`src/rtl/core/uvts_pkg.sv`:
```
// ============================================================================
// uvts_pkg - shared types and constants of the UUID v1 text scanner
// Byte classes, per-offset expectations and position counter sizing.
// ============================================================================
package uvts_pkg;

    // Window and pattern geometry
    localparam int unsigned WIN_LEN    = 35;
    localparam int unsigned PAT_LEN    = WIN_LEN + 1;
    localparam int unsigned DASH_OFS_A = 8;
    localparam int unsigned DASH_OFS_B = 13;
    localparam int unsigned DASH_OFS_C = 18;
    localparam int unsigned DASH_OFS_D = 23;
    localparam int unsigned ONE_OFS    = 14;

    // Position counter saturates here; its width follows from it
    localparam longint unsigned MAX_OFFSET = 64'd65535;
    localparam int unsigned     POS_W      = $clog2(MAX_OFFSET + 64'd1);
    localparam int unsigned     OFS_W      = 16;

    // Characters of interest
    localparam logic [7:0] CH_ZERO  = 8'h30;
    localparam logic [7:0] CH_ONE   = 8'h31;
    localparam logic [7:0] CH_NINE  = 8'h39;
    localparam logic [7:0] CH_LOW_A = 8'h61;
    localparam logic [7:0] CH_LOW_F = 8'h66;
    localparam logic [7:0] CH_DASH  = 8'h2D;

    // Two-bit class of one byte
    typedef enum logic [1:0] {
        CLS_OTHER = 2'd0,
        CLS_HEX   = 2'd1,
        CLS_DASH  = 2'd2,
        CLS_ONE   = 2'd3
    } t_cls;

    // What a pattern offset requires
    typedef enum logic [1:0] {
        EXP_HEX  = 2'd0,
        EXP_DASH = 2'd1,
        EXP_ONE  = 2'd2
    } t_exp;

    // Reduce one byte to its class
    function automatic t_cls classify(input logic [7:0] b);
        t_cls c;
        if (b == CH_ONE) begin
            c = CLS_ONE;
        end else if (b inside {[CH_ZERO:CH_NINE], [CH_LOW_A:CH_LOW_F]}) begin
            c = CLS_HEX;
        end else if (b == CH_DASH) begin
            c = CLS_DASH;
        end else begin
            c = CLS_OTHER;
        end
        return c;
    endfunction

    // Requirement at a pattern offset, oldest byte at offset 0
    function automatic t_exp expect_at(input int unsigned k);
        t_exp e;
        if (k == DASH_OFS_A || k == DASH_OFS_B || k == DASH_OFS_C || k == DASH_OFS_D) begin
            e = EXP_DASH;
        end else if (k == ONE_OFS) begin
            e = EXP_ONE;
        end else begin
            e = EXP_HEX;
        end
        return e;
    endfunction

    // Check a class against a requirement
    function automatic logic class_ok(input t_cls c, input t_exp e);
        logic ok;
        case (e)
            EXP_DASH: ok = (c == CLS_DASH);
            EXP_ONE:  ok = (c == CLS_ONE);
            EXP_HEX:  ok = (c == CLS_HEX) || (c == CLS_ONE);
            default:  ok = 1'b0;
        endcase
        return ok;
    endfunction

endpackage

```
`src/rtl/core/uvts_in_if.sv`:
```
// ============================================================================
// uvts_in_if - byte channel into the scanner
// Valid/ready handshake carrying one text byte and its end-of-string flag.
// ============================================================================
interface uvts_in_if;
    logic       valid;
    logic       ready;
    logic [7:0] char_byte;
    logic       last_byte;

    modport source (output valid, output char_byte, output last_byte, input ready);
    modport sink   (input valid, input char_byte, input last_byte, output ready);
endinterface

```
`src/rtl/core/uvts_out_if.sv`:
```
// ============================================================================
// uvts_out_if - result channel out of the scanner
// Valid/ready handshake carrying the found flag and the start offset.
// ============================================================================
interface uvts_out_if;
    logic        valid;
    logic        ready;
    logic        found;
    logic [15:0] start_offset;

    modport source (output valid, output found, output start_offset, input ready);
    modport sink   (input valid, input found, input start_offset, output ready);
endinterface

```
`src/rtl/core/uvts_cell.sv`:
```
// ============================================================================
// uvts_cell - one slot of the class window
// Holds the class of one past byte, passes it to the older neighbor on each
// shift and reports whether it meets the requirement of its pattern offset.
// ============================================================================
module uvts_cell
    import uvts_pkg::*;
(
    input  logic i_clk,
    input  logic i_rst_n,
    input  logic i_shift,
    input  logic i_clear,
    input  t_cls i_cls,
    input  t_exp i_exp,
    output t_cls o_cls,
    output logic o_ok
);

    t_cls r_cls;

    // Load from the newer neighbor; clear at end of string
    always_ff @(posedge i_clk) begin
        if (!i_rst_n || i_clear) begin
            r_cls <= CLS_OTHER;
        end else if (i_shift) begin
            r_cls <= i_cls;
        end
    end

    assign o_cls = r_cls;
    assign o_ok  = class_ok(r_cls, i_exp);

endmodule

```
`src/rtl/core/uuid_v1_text_scanner_top.sv`:
```
// ============================================================================
// uuid_v1_text_scanner_top - streaming finder of version-1 UUID text
// Shifts byte classes through a row of cells and checks all 36 offsets of
// the 8-4-4-4-12 layout in parallel; reports the first match or end of string.
// ============================================================================
//
//  channel | dir | payload                    | note
//  --------+-----+----------------------------+------------------------------
//  i_in    | in  | char_byte[7:0], last_byte  | one text byte per item
//  o_out   | out | found, start_offset[15:0]  | at most one item per string
//
//  One byte is taken per cycle; a result goes into the output register, or
//  into the skid register while the output register holds one. The window
//  check over the cell row is combinational, so the row sets the rate.
//  A skid register behind the output register keeps input flowing while a
//  result waits; input stalls only when both hold a result.
//  Reset clears the window to class other, the position and the found latch.
//
module uuid_v1_text_scanner_top
    import uvts_pkg::*;
(
    input logic        i_clk,
    input logic        i_rst_n,
    uvts_in_if.sink    i_in,
    uvts_out_if.source o_out
);

    logic                     accept;
    logic                     shift;
    logic                     clear;
    t_cls                     cls_chain [PAT_LEN];
    logic [PAT_LEN-1:0]       ok_vec;
    logic                     match;
    logic                     new_v;
    logic [OFS_W-1:0]         new_ofs;
    logic [POS_W-1:0]         start_pos;

    logic                     r_latched;
    logic                     n_latched;
    logic [POS_W-1:0]         r_pos;
    logic [POS_W-1:0]         n_pos;

    logic                     r_out_v;
    logic                     r_out_found;
    logic [OFS_W-1:0]         r_out_ofs;
    logic                     r_skid_v;
    logic                     r_skid_found;
    logic [OFS_W-1:0]         r_skid_ofs;

    // Input handshake
    assign i_in.ready = !r_skid_v;
    assign accept     = i_in.valid && i_in.ready;
    assign shift      = accept && !r_latched;
    assign clear      = accept && i_in.last_byte;

    // Newest class enters at the top of the chain
    assign cls_chain[WIN_LEN] = classify(i_in.char_byte);
    assign ok_vec[WIN_LEN]    = class_ok(cls_chain[WIN_LEN], expect_at(WIN_LEN));

    // Row of window cells, oldest at index 0
    for (genvar k = 0; k < WIN_LEN; k++) begin : g_cell
        uvts_cell u_cell (
            .i_clk   (i_clk),
            .i_rst_n (i_rst_n),
            .i_shift (shift),
            .i_clear (clear),
            .i_cls   (cls_chain[k+1]),
            .i_exp   (expect_at(k)),
            .o_cls   (cls_chain[k]),
            .o_ok    (ok_vec[k])
        );
    end

    assign match = &ok_vec;

    // Start offset of the run that ends with this byte
    assign start_pos = (r_pos >= POS_W'(WIN_LEN)) ? (r_pos - POS_W'(WIN_LEN)) : '0;
    assign new_ofs   = match ? OFS_W'(start_pos) : '0;
    assign new_v     = accept && !r_latched && (match || i_in.last_byte);

    // Next position and found latch
    always_comb begin
        n_pos     = r_pos;
        n_latched = r_latched;
        if (clear) begin
            n_pos     = '0;
            n_latched = 1'b0;
        end else if (shift) begin
            if (64'(r_pos) < MAX_OFFSET) begin
                n_pos = r_pos + POS_W'(1);
            end
            if (match) begin
                n_latched = 1'b1;
            end
        end
    end

    always_ff @(posedge i_clk) begin
        if (!i_rst_n) begin
            r_pos     <= '0;
            r_latched <= 1'b0;
        end else begin
            r_pos     <= n_pos;
            r_latched <= n_latched;
        end
    end

    // Output register with skid stage
    always_ff @(posedge i_clk) begin
        if (!i_rst_n) begin
            r_out_v  <= 1'b0;
            r_skid_v <= 1'b0;
        end else if (!r_out_v || o_out.ready) begin
            if (r_skid_v) begin
                r_out_v  <= 1'b1;
                r_skid_v <= new_v;
            end else begin
                r_out_v  <= new_v;
            end
        end else if (new_v) begin
            r_skid_v <= 1'b1;
        end
    end

    // Payload moves without reset
    always_ff @(posedge i_clk) begin
        if (!r_out_v || o_out.ready) begin
            if (r_skid_v) begin
                r_out_found  <= r_skid_found;
                r_out_ofs    <= r_skid_ofs;
                r_skid_found <= match;
                r_skid_ofs   <= new_ofs;
            end else begin
                r_out_found  <= match;
                r_out_ofs    <= new_ofs;
            end
        end else if (new_v) begin
            r_skid_found <= match;
            r_skid_ofs   <= new_ofs;
        end
    end

    assign o_out.valid        = r_out_v;
    assign o_out.found        = r_out_found;
    assign o_out.start_offset = r_out_ofs;

endmodule

```
`src/flat_wrapper.sv`:
```
// flat-port wrapper written by rule: the top's interface ports become plain ports
module uuid_v1_text_scanner_top_flat import uvts_pkg::*;
  (i_clk, i_rst_n, i_in_valid, i_in_char_byte, i_in_last_byte, i_in_ready, o_out_valid, o_out_found, o_out_start_offset, o_out_ready);
  uvts_in_if i_in_i ();
  uvts_out_if o_out_i ();
  input logic i_clk;
  input logic i_rst_n;
  input wire logic [$bits(i_in_i.valid)-1:0] i_in_valid;
  input wire logic [$bits(i_in_i.char_byte)-1:0] i_in_char_byte;
  input wire logic [$bits(i_in_i.last_byte)-1:0] i_in_last_byte;
  output wire logic [$bits(i_in_i.ready)-1:0] i_in_ready;
  output wire logic [$bits(o_out_i.valid)-1:0] o_out_valid;
  output wire logic [$bits(o_out_i.found)-1:0] o_out_found;
  output wire logic [$bits(o_out_i.start_offset)-1:0] o_out_start_offset;
  input wire logic [$bits(o_out_i.ready)-1:0] o_out_ready;
  assign i_in_i.valid = i_in_valid;
  assign i_in_i.char_byte = i_in_char_byte;
  assign i_in_i.last_byte = i_in_last_byte;
  assign i_in_ready = i_in_i.ready;
  assign o_out_valid = o_out_i.valid;
  assign o_out_found = o_out_i.found;
  assign o_out_start_offset = o_out_i.start_offset;
  assign o_out_i.ready = o_out_ready;
  uuid_v1_text_scanner_top u_core (.i_clk(i_clk), .i_rst_n(i_rst_n), .i_in(i_in_i), .o_out(o_out_i));
endmodule
```
`config.mk`:
```
export PLATFORM = sky130hd
export DESIGN_NAME = uuid_v1_text_scanner_top_flat
export DESIGN_NICKNAME = d
export VERILOG_FILES = /design/src/rtl/core/uvts_pkg.sv /design/src/rtl/core/uvts_in_if.sv /design/src/rtl/core/uvts_out_if.sv /design/src/rtl/core/uvts_cell.sv /design/src/rtl/core/uuid_v1_text_scanner_top.sv /design/src/flat_wrapper.sv
export SDC_FILE = /design/constraint.sdc
export NUM_CORES = 1
export LEC_CHECK = 0
export ABC_AREA = 1
export ABC_CLOCK_PERIOD_IN_PS = 1800
export BUFFER_PORTS_ARGS = -buffer_cell sky130_fd_sc_hd__clkbuf_2
export CORE_ASPECT_RATIO = 1.4
export CORE_MARGIN = 5
export CORE_UTILIZATION = 50
export DETAILED_ROUTE_END_ITERATION = 10
export GPL_TIMING_DRIVEN = 0
export HOLD_SLACK_MARGIN = 0.03
export PLACE_DENSITY = 0.7
export SKIP_LAST_GASP = 1
export SYNTH_ARGS = -nofsm -noshare
export SYNTH_HDL_FRONTEND = slang
export SYNTH_SLANG_ARGS = --single-unit
```
`constraint.sdc`:
```
create_clock -name i_clk -period 1.8 [get_ports i_clk]
set_input_delay 0.09 -clock i_clk [delete_from_list [all_inputs] [get_ports i_clk]]
set_output_delay 0.09 -clock i_clk [all_outputs]
set_load 0.03 [all_outputs]
```
==> metrics.txt, run 1 <==
post-route ant nets=0; fmax=559 MHz; fin crit period=1.79 ns; share of layout cells above drive strength 1=19.4%; status=finished, final reports clean; crit path launch type=register; Layout Nets=830; number of synthesized flops with an enable pin=34; # IOs=32; VDD IR max=0.000718 V; Synth cell types=31; top_reg_cell synth=dfxtp_1; Worst Tran Pin Value=0.494 ns; Storage cell area=2680 um2; Worst path top cell family by delay=simple AND/OR/NAND/NOR gates; gp weighted congestion=0.914; Post-Syn Nets=761; top-area cell type share of the netlist area=29.9%; sequential power share=40.8%; Crit. End Element=register; Post-Syn Instances=747; fin cells=970; tightest hold margin=0.0432 ns; asr flop ratio synth=0%; multi-input logic area=2450 um2; worst hold path depth=5; Internal=5.26 mW; drt total wl=13.7 mm; total grt overflow=0; switching share of total power=21.8%; period utilisation layout=99.4%; initial antenna violation count=0; ANT cells=0; DP Cell Count=919; WP buf/inv=1; via count=4986; Final Instance Area=6740 um2; Pre-Repair DR Iteration Count=5; fillcell total=948; vias in the first global route=4873; share of the core filled with cells=62.6%; FF-to-FF path depth=8; Root Buffer=clkbuf_16; Power Dens Cells=997 nW/um2; core box area=10800 um2; register bit total from synthesis=115; clk buf depth=2; Max Fanout on Critical Path=8; global-route wire length before repair=22.1 mm; CTS buffer count=17; worst relative slew slack=67.0%; Cell Area, Synth=5430 um2; overall routing resource usage=21.2%; type of the tightest min-delay check=in -> reg; RSZ-0062 raised after global routing=yes; H-tree lvl count=4; die span in y=133 um; Worst-path clk slew=0.05 ns; Sink Count=115; Leak=2.85 nW; Hold Violations, Final=0; Row Count=45; Cell Area, Placed=5760 um2; final setup vio count=0; WS Path Type=reg -> reg; largest net degree at the start of global routing=19; Remaining DRCs=0; cell taking the most area after synthesis=dfxtp_1; number of max-cap violations=0; CTS tree=yes; clock share of power=54.3%; Final Max Slew Viols=0; P&R area growth vs syn=24.1%; register area share after synthesis=48.7%; Comb power frac=4.9%; Die Width=98.1 um; CP Data Required Time=1.91 ns; ranking of synthesized cells by area=dfxtp_1 30%, edfxtp_1 19%, nand2_1 18%; YS warnings=0; CP max stage cell=dfxtp_1; TNS Setup=0 ns; DRT iter0 DRCs=208; Crit path arrival time=1.90 ns; Avg Inst Size Synth=7.27 um2; dpl hpwl=9.72 mm; cell depth of the worst setup path=8; slowest cell delay on critical path=0.36 ns; DIE AREA=13100 um2; Clk Latency, worst-skew pair=0.41 ns; Routed WL per cell=14.1 um; Clock Skew=0.00899 ns; drt via density=5.14; PortBufs=31; Psw=1.46 mW; Initial Util=50.5%; CP Cell Sequence=nand4_1 > inv_1 > nand2_1 > nor2_1 > nand4_1 > nand2_1 > nand2_4 > nand2_8
==> registers in the layout, summed over array words and instances, names as in the netlist <==
signal                      count
u_core.g_cell.u_cell.o_cls     62
u_core.o_out.found              1
u_core.o_out.start_offset      16
u_core.o_out.valid              1
u_core.r_latched                1
u_core.r_pos                   16
u_core.r_skid_found             1
u_core.r_skid_ofs              16
u_core.r_skid_v                 1
==> through the flow <==
| stage | power [mW] | setup slack [ns] |
|---|---|---|
| 5_1_grt | 6.94 | -0.0928 |
| 2_1_floorplan | 3.00 | 0.0913 |
| 3_3_place_gp | 3.09 | -0.343 |
| 4_1_cts | 6.76 | -0.0195 |
| 3_5_place_dp | 3.10 | -0.360 |
| 6_report | 6.72 | 0.0100 |
==> what timing repair did <==
item	4_1_cts	5_1_grt
resized for setup	17	55
pin swaps	4	14
hold buffers	1	0
cloned	2	1
endpoints found under the setup margin	70	51
setup buffers	4	12
endpoints found under the hold margin	2	0
==> synth_stat cells (3+ instances only) <==
master and n:
a21oi_1 74, inv_2 3, nor2_2 3, nor2_4 4
nand3_1 45, inv_1 70, xor2_1 9, nand3b_1 3
dfxtp_1 81, nor3_1 12, edfxtp_1 34, buf_2 15
nand4_1 10, clkbuf_1 15, nand2_1 254, nor2_1 71
o21ai_0 25
==> final cells by class <==
| type | count | area share, % |
|---|---|---|
| timing repair buffer | 49 | 4.40 |
| sequential | 115 | 39.8 |
| clock inverter | 14 | 3.14 |
| tap | 141 | 2.62 |
| buffer | 35 | 3.06 |
| multi-input combinational | 525 | 36.4 |
| inverter | 73 | 4.20 |
| clock buffer | 18 | 6.37 |
==> tightest hold or removal path: stages <==
cell	delay [ns]
clkbuf_2	0.09
nand2_1	0.08
nand3_1	0.09
nand2_1	0.05
inv_1	0.04
==> power groups by stage <==
stage	sequential, mW	clock [mW]	combinational, mW
2_1_floorplan	2.82	0	0.176
3_3_place_gp	2.79	0	0.301
3_5_place_dp	2.79	0	0.307
4_1_cts	2.74	3.69	0.326
5_1_grt	2.74	3.83	0.365
6_report	2.74	3.65	0.332
==> logic make-up after synthesis <==
family / synth area share, %
and+or+nand+nor: 31.6
DFF: 48.7
AOI/OAI and AO/OA: 9.45
xor gates and xnor gates: 1.45
buffers and inverters: 8.60
adders and majority gates: 0.230
==> layer usage <==
layer	track usage (%)	routed length, um	up-vias
met5	0	0	-
met4	13.9	753	0
met3	4.30	466	49
met2	39.9	7490	131
met1	20.5	4970	2280
li1	-	-	2526
==> cell usage in the layout, fill, tap and decap left out, drive strengths merged, types with 9 or more instances in the layout <==
cell    synthesis  final
nand2         256    258
dfxtp          81     81
nor2           78     78
a21oi          74     74
inv            73     72
clkbuf         15     65
nand3          46     46
buf            21     36
edfxtp         34     34
o21ai          27     27
nor3           12     12
nand4          10     10
xor2            9      9
==> path summary, 6_finish.rpt <==
kind                                                           to  slack, ns                              start
worst max-delay path                        u_core.r_skid_ofs[13]       0.01  u_core.g_cell[34].u_cell.o_cls[0]
worst min register to register  u_core.g_cell[16].u_cell.o_cls[1]       0.46  u_core.g_cell[16].u_cell.o_cls[1]
worst max register to register              u_core.r_skid_ofs[13]       0.01  u_core.g_cell[34].u_cell.o_cls[0]
worst min-delay path                           u_core.o_out.valid       0.04                     i_in_last_byte
Note: power is estimated with default switching activity, not from simulation.
==> run 2: changes to the inputs <==
--- a/config.mk
+++ b/config.mk
@@ -14,8 +14,9 @@
 export DETAILED_ROUTE_END_ITERATION = 10
 export GPL_TIMING_DRIVEN = 0
 export HOLD_SLACK_MARGIN = 0.03
-export PLACE_DENSITY = 0.7
+export PLACE_DENSITY = 0.69
 export SKIP_LAST_GASP = 1
 export SYNTH_ARGS = -nofsm -noshare
 export SYNTH_HDL_FRONTEND = slang
+export SYNTH_HIERARCHICAL = 1
 export SYNTH_SLANG_ARGS = --single-unit
==> run 2 against run 1 <==
  * Worst hold slack gained 0.12 ns
  * Clock power grew 5.5%
  * Power grew 8.9%
  * The run now ends with setup timing left
  * Final cell count grew 70%
  * Highest routed layer unchanged
==> metrics.txt, run 2 <==
ranking of synthesized cells by area=dfxtp_1 23%, nand2_1 19%, edfxtp_1 13%; type of the tightest min-delay check=in -> reg; cell repeated most along the worst path=nand2_1; Leak=4.86 nW (+71%); crit path launch type=register; Power Dens Cells=724 nW/um2 (-27%); CTS buffer count=17 (unchanged); status=finished, violations left; Pre-Repair DR Iteration Count=5 (unchanged); number of synthesized flops with an enable pin=34 (unchanged); worst hold path depth=5 (unchanged); clock share of power=52.7% (-1.6 points); via count=7549 (+51%); Clk Latency, worst-skew pair=0.41 ns (about the same); Row Count=53 (+18%); slowest cell delay on critical path=0.35 ns (about the same); combinational family with the most area after synthesis=simple AND/OR/NAND/NOR gates; fin crit period=2.02 ns (+0.230 ns); r2r endpoint=u_core/r_skid_ofs[1]; top_reg_cell synth=dfxtp_1; mux share of post-synthesis cell area=0% (unchanged); Hold Startpoint=i_in_valid; period utilisation layout=112% (+13 points); Internal=5.52 mW (+5.1%); Initial Util=51.0% (+0.54 points); Synth Area in Compound Gates=7.22% (-2.2 points); dpl hpwl=12.4 mm (+27%); share of layout cells above drive strength 1=19.2% (-0.26 points); worst relative slew slack=36.4% (-31 points); Clock Skew=0.00904 ns (+0.0000493 ns); drt total wl=18.3 mm (+34%); H-tree lvl count=4 (unchanged); final setup vio count=35 (+35); Worst path top cell family by delay=simple AND/OR/NAND/NOR gates; # IOs=32 (unchanged); R2R Path Start=u_core/g_cell[18].u_cell/o_cls[1]; Remaining DRCs=0 (unchanged); fmax=495 MHz (-11%); FF-to-FF path depth=15 (+7); tightest hold margin=0.159 ns (+0.116 ns); Sink Count=123 (+7.0%); Routed WL per cell=11.1 um (-21%); P&R area growth vs syn=30.9%; Cell Area, Synth=7710 um2 (+42%); Worst Tran Pin Value=0.951 ns (+0.457 ns); max reg flops=70 (+13%); Hold Violations, Final=0 (unchanged); CP Cell Sequence=inv_2 > nor2_2 > nand2_1 > nand3_2 > nand2_1 > nor2_1 > nand2_1 > nor2_1 > nand2_1 > nor2_2 > nand2_2 > nand2_4 > nand2_4 > a21oi_4 > buf_8; switching share of total power=24.5% (+2.7 points); Psw=1.79 mW (+22%); crit path from=u_core/g_cell[18].u_cell/o_cls[1]; Post-Syn Instances=1228 (+64%); Worst-path clk slew=0.06 ns (about the same); VDD IR max=0.000536 V (-25%); DIE AREA=18000 um2 (+38%); Max Fanout on Critical Path=9 (+1); clk buf depth=2 (unchanged); synth cell count leaders=392 x nand2_1, 237 x inv_1, 150 x nor2_1; ANT cells=0 (unchanged); asr flop ratio synth=0% (unchanged); largest net degree at the start of global routing=39 (+20); Root Buffer=clkbuf_16; CTS tree=yes; initial antenna violation count=0 (unchanged); Cell Area, Placed=8810 um2 (+53%); overall routing resource usage=20.6% (-0.60 points); YS warnings=6 (+6); failing checks=setup timing; post-route ant nets=0 (unchanged); Final Instance Area=10100 um2 (+50%); CP max stage cell=dfxtp_4; number of max-cap violations=0 (unchanged); share of the core filled with cells=66.8% (+4.1 points); top-area cell type share of the netlist area=23.1% (-6.8 points); Comb power frac=7.9% (+3.0 points); commonest non-fill, non-tap cell in the layout=nand2_1; RSZ-0062 raised after global routing=yes; WS Path Type=reg -> reg; DRT iter0 DRCs=286 (+38%); Avg Inst Size Synth=6.28 um2 (-14%); simple-gate share of the synthesized area=41.9% (+10 points); global-route wire length before repair=30.4 mm (+38%); WP buf/inv=2 (+1); total grt overflow=0 (unchanged); CP Data Required Time=1.92 ns (about the same); register area share after synthesis=36.3% (-12 points); Final Max Slew Viols=0 (unchanged); register bit total from synthesis=123 (+7.0%); hold path endpoint=u_core/r_latched; gp weighted congestion=0.916 (+0.24%); vias in the first global route=7088 (+45%); die span in y=157 um (+18%); Layout Nets=1457 (+76%); Crit path arrival time=2.14 ns (+0.24 ns); Synth cell types=35 (+13%); drt via density=4.58 (-11%); most numerous cell in the Yosys netlist=nand2_1; sequential power share=39.4% (-1.4 points); cell taking the most area after synthesis=dfxtp_1; core box area=15100 um2 (+41%); Post-Synth XOR/XNOR Area=1.59% (+0.14 points); post-synthesis adder-cell area fraction=0.162% (-0.068 points); Die Width=115 um (+17%); final worst slack=-0.220 ns (-0.230 ns); most frequent cells in the layout=385 x nand2_1, 235 x inv_1, 140 x conb_1; PortBufs=31 (unchanged); Crit. End Element=register; R2R Setup Slk=-0.22 ns (-0.23 ns)
[run 2: power groups by stage]
| stage | Combinational (mW) | Sequential, mW | Clock [mW] |
|---|---|---|---|
| 6_report | 0.577 | 2.88 | 3.85 |
| 3_3_place_gp | 0.487 | 2.95 | 0 |
| 4_1_cts | 0.543 | 2.89 | 3.91 |
| 3_5_place_dp | 0.506 | 2.95 | 0 |
| 5_1_grt | 0.655 | 2.89 | 4.05 |
| 2_1_floorplan | 0.342 | 2.98 | 0 |
[run 2: routing by layer]
layer / GRT usage, % / share of wire (%) / up-vias
li1: - / - / 4069
met1: 22.6 / 41 / 3364
met2: 38.7 / 55 / 83
met3: 3.15 / 2.2 / 33
met4: 8.95 / 2.4 / 0
met5: 0 / 0 / -
[run 2: worst max-delay path by stage]
stage	cells after the start	end
2_1_floorplan	5	u_core/r_skid_found
3_3_place_gp	5	u_core/r_skid_ofs[1]
3_5_place_dp	14	u_core/r_skid_ofs[12]
4_1_cts	16	u_core/r_skid_ofs[5]
5_1_grt	15	u_core/r_skid_ofs[5]
6_report	15	u_core/r_skid_ofs[1]
[run 2: repair_timing]
action                     CTS  global route
pin swaps                   12            25
hold endpoints to repair     2             0
cloned                       2             2
hold buffers                 3             0
gates resized for setup     40            80
setup buffers               14             8
setup endpoints to repair   82            92
[run 2: area by class of cell]
cell class,instances,area (um2)
fillers,1364,5020
plain buffers,9,56.3
clock buffers,17,425
inverters,246,928
multi-input cells,989,4890
repair buffers,57,470
clock inverters,15,235
flip-flops and latches,123,2850
well taps,192,240
[run 2: worst min-delay path: stages]
cell	delay [ns]
clkbuf_2	0.12
nand2_4	0.13
nor2_2	0.05
nor2_1	0.09
nor2_1	0.04
[run 2: kinds of logic (layout without fill, tap and decap cells)]
group,after synthesis,in the layout
compound gates,108,108
xor+xnor,14,14
fa+ha+maj,1,1
buf+inv,256,344
flops,123,123
other cells,2,140
simple gates,724,726
[run 2: metrics by stage]
stage	setup slack [ns]	cells	power [mW]	setup TNS (ns)
after floorplan	-1.01	1366	3.32	-47.52
after global placement	-1.90	1589	3.43	-148.60
after detailed placement	-0.716	1592	3.45	-21.68
after CTS	-0.293	1642	7.34	-5.14
after global routing	-0.420	1648	7.59	-13.96
final	-0.220	1648	7.31	-4.24
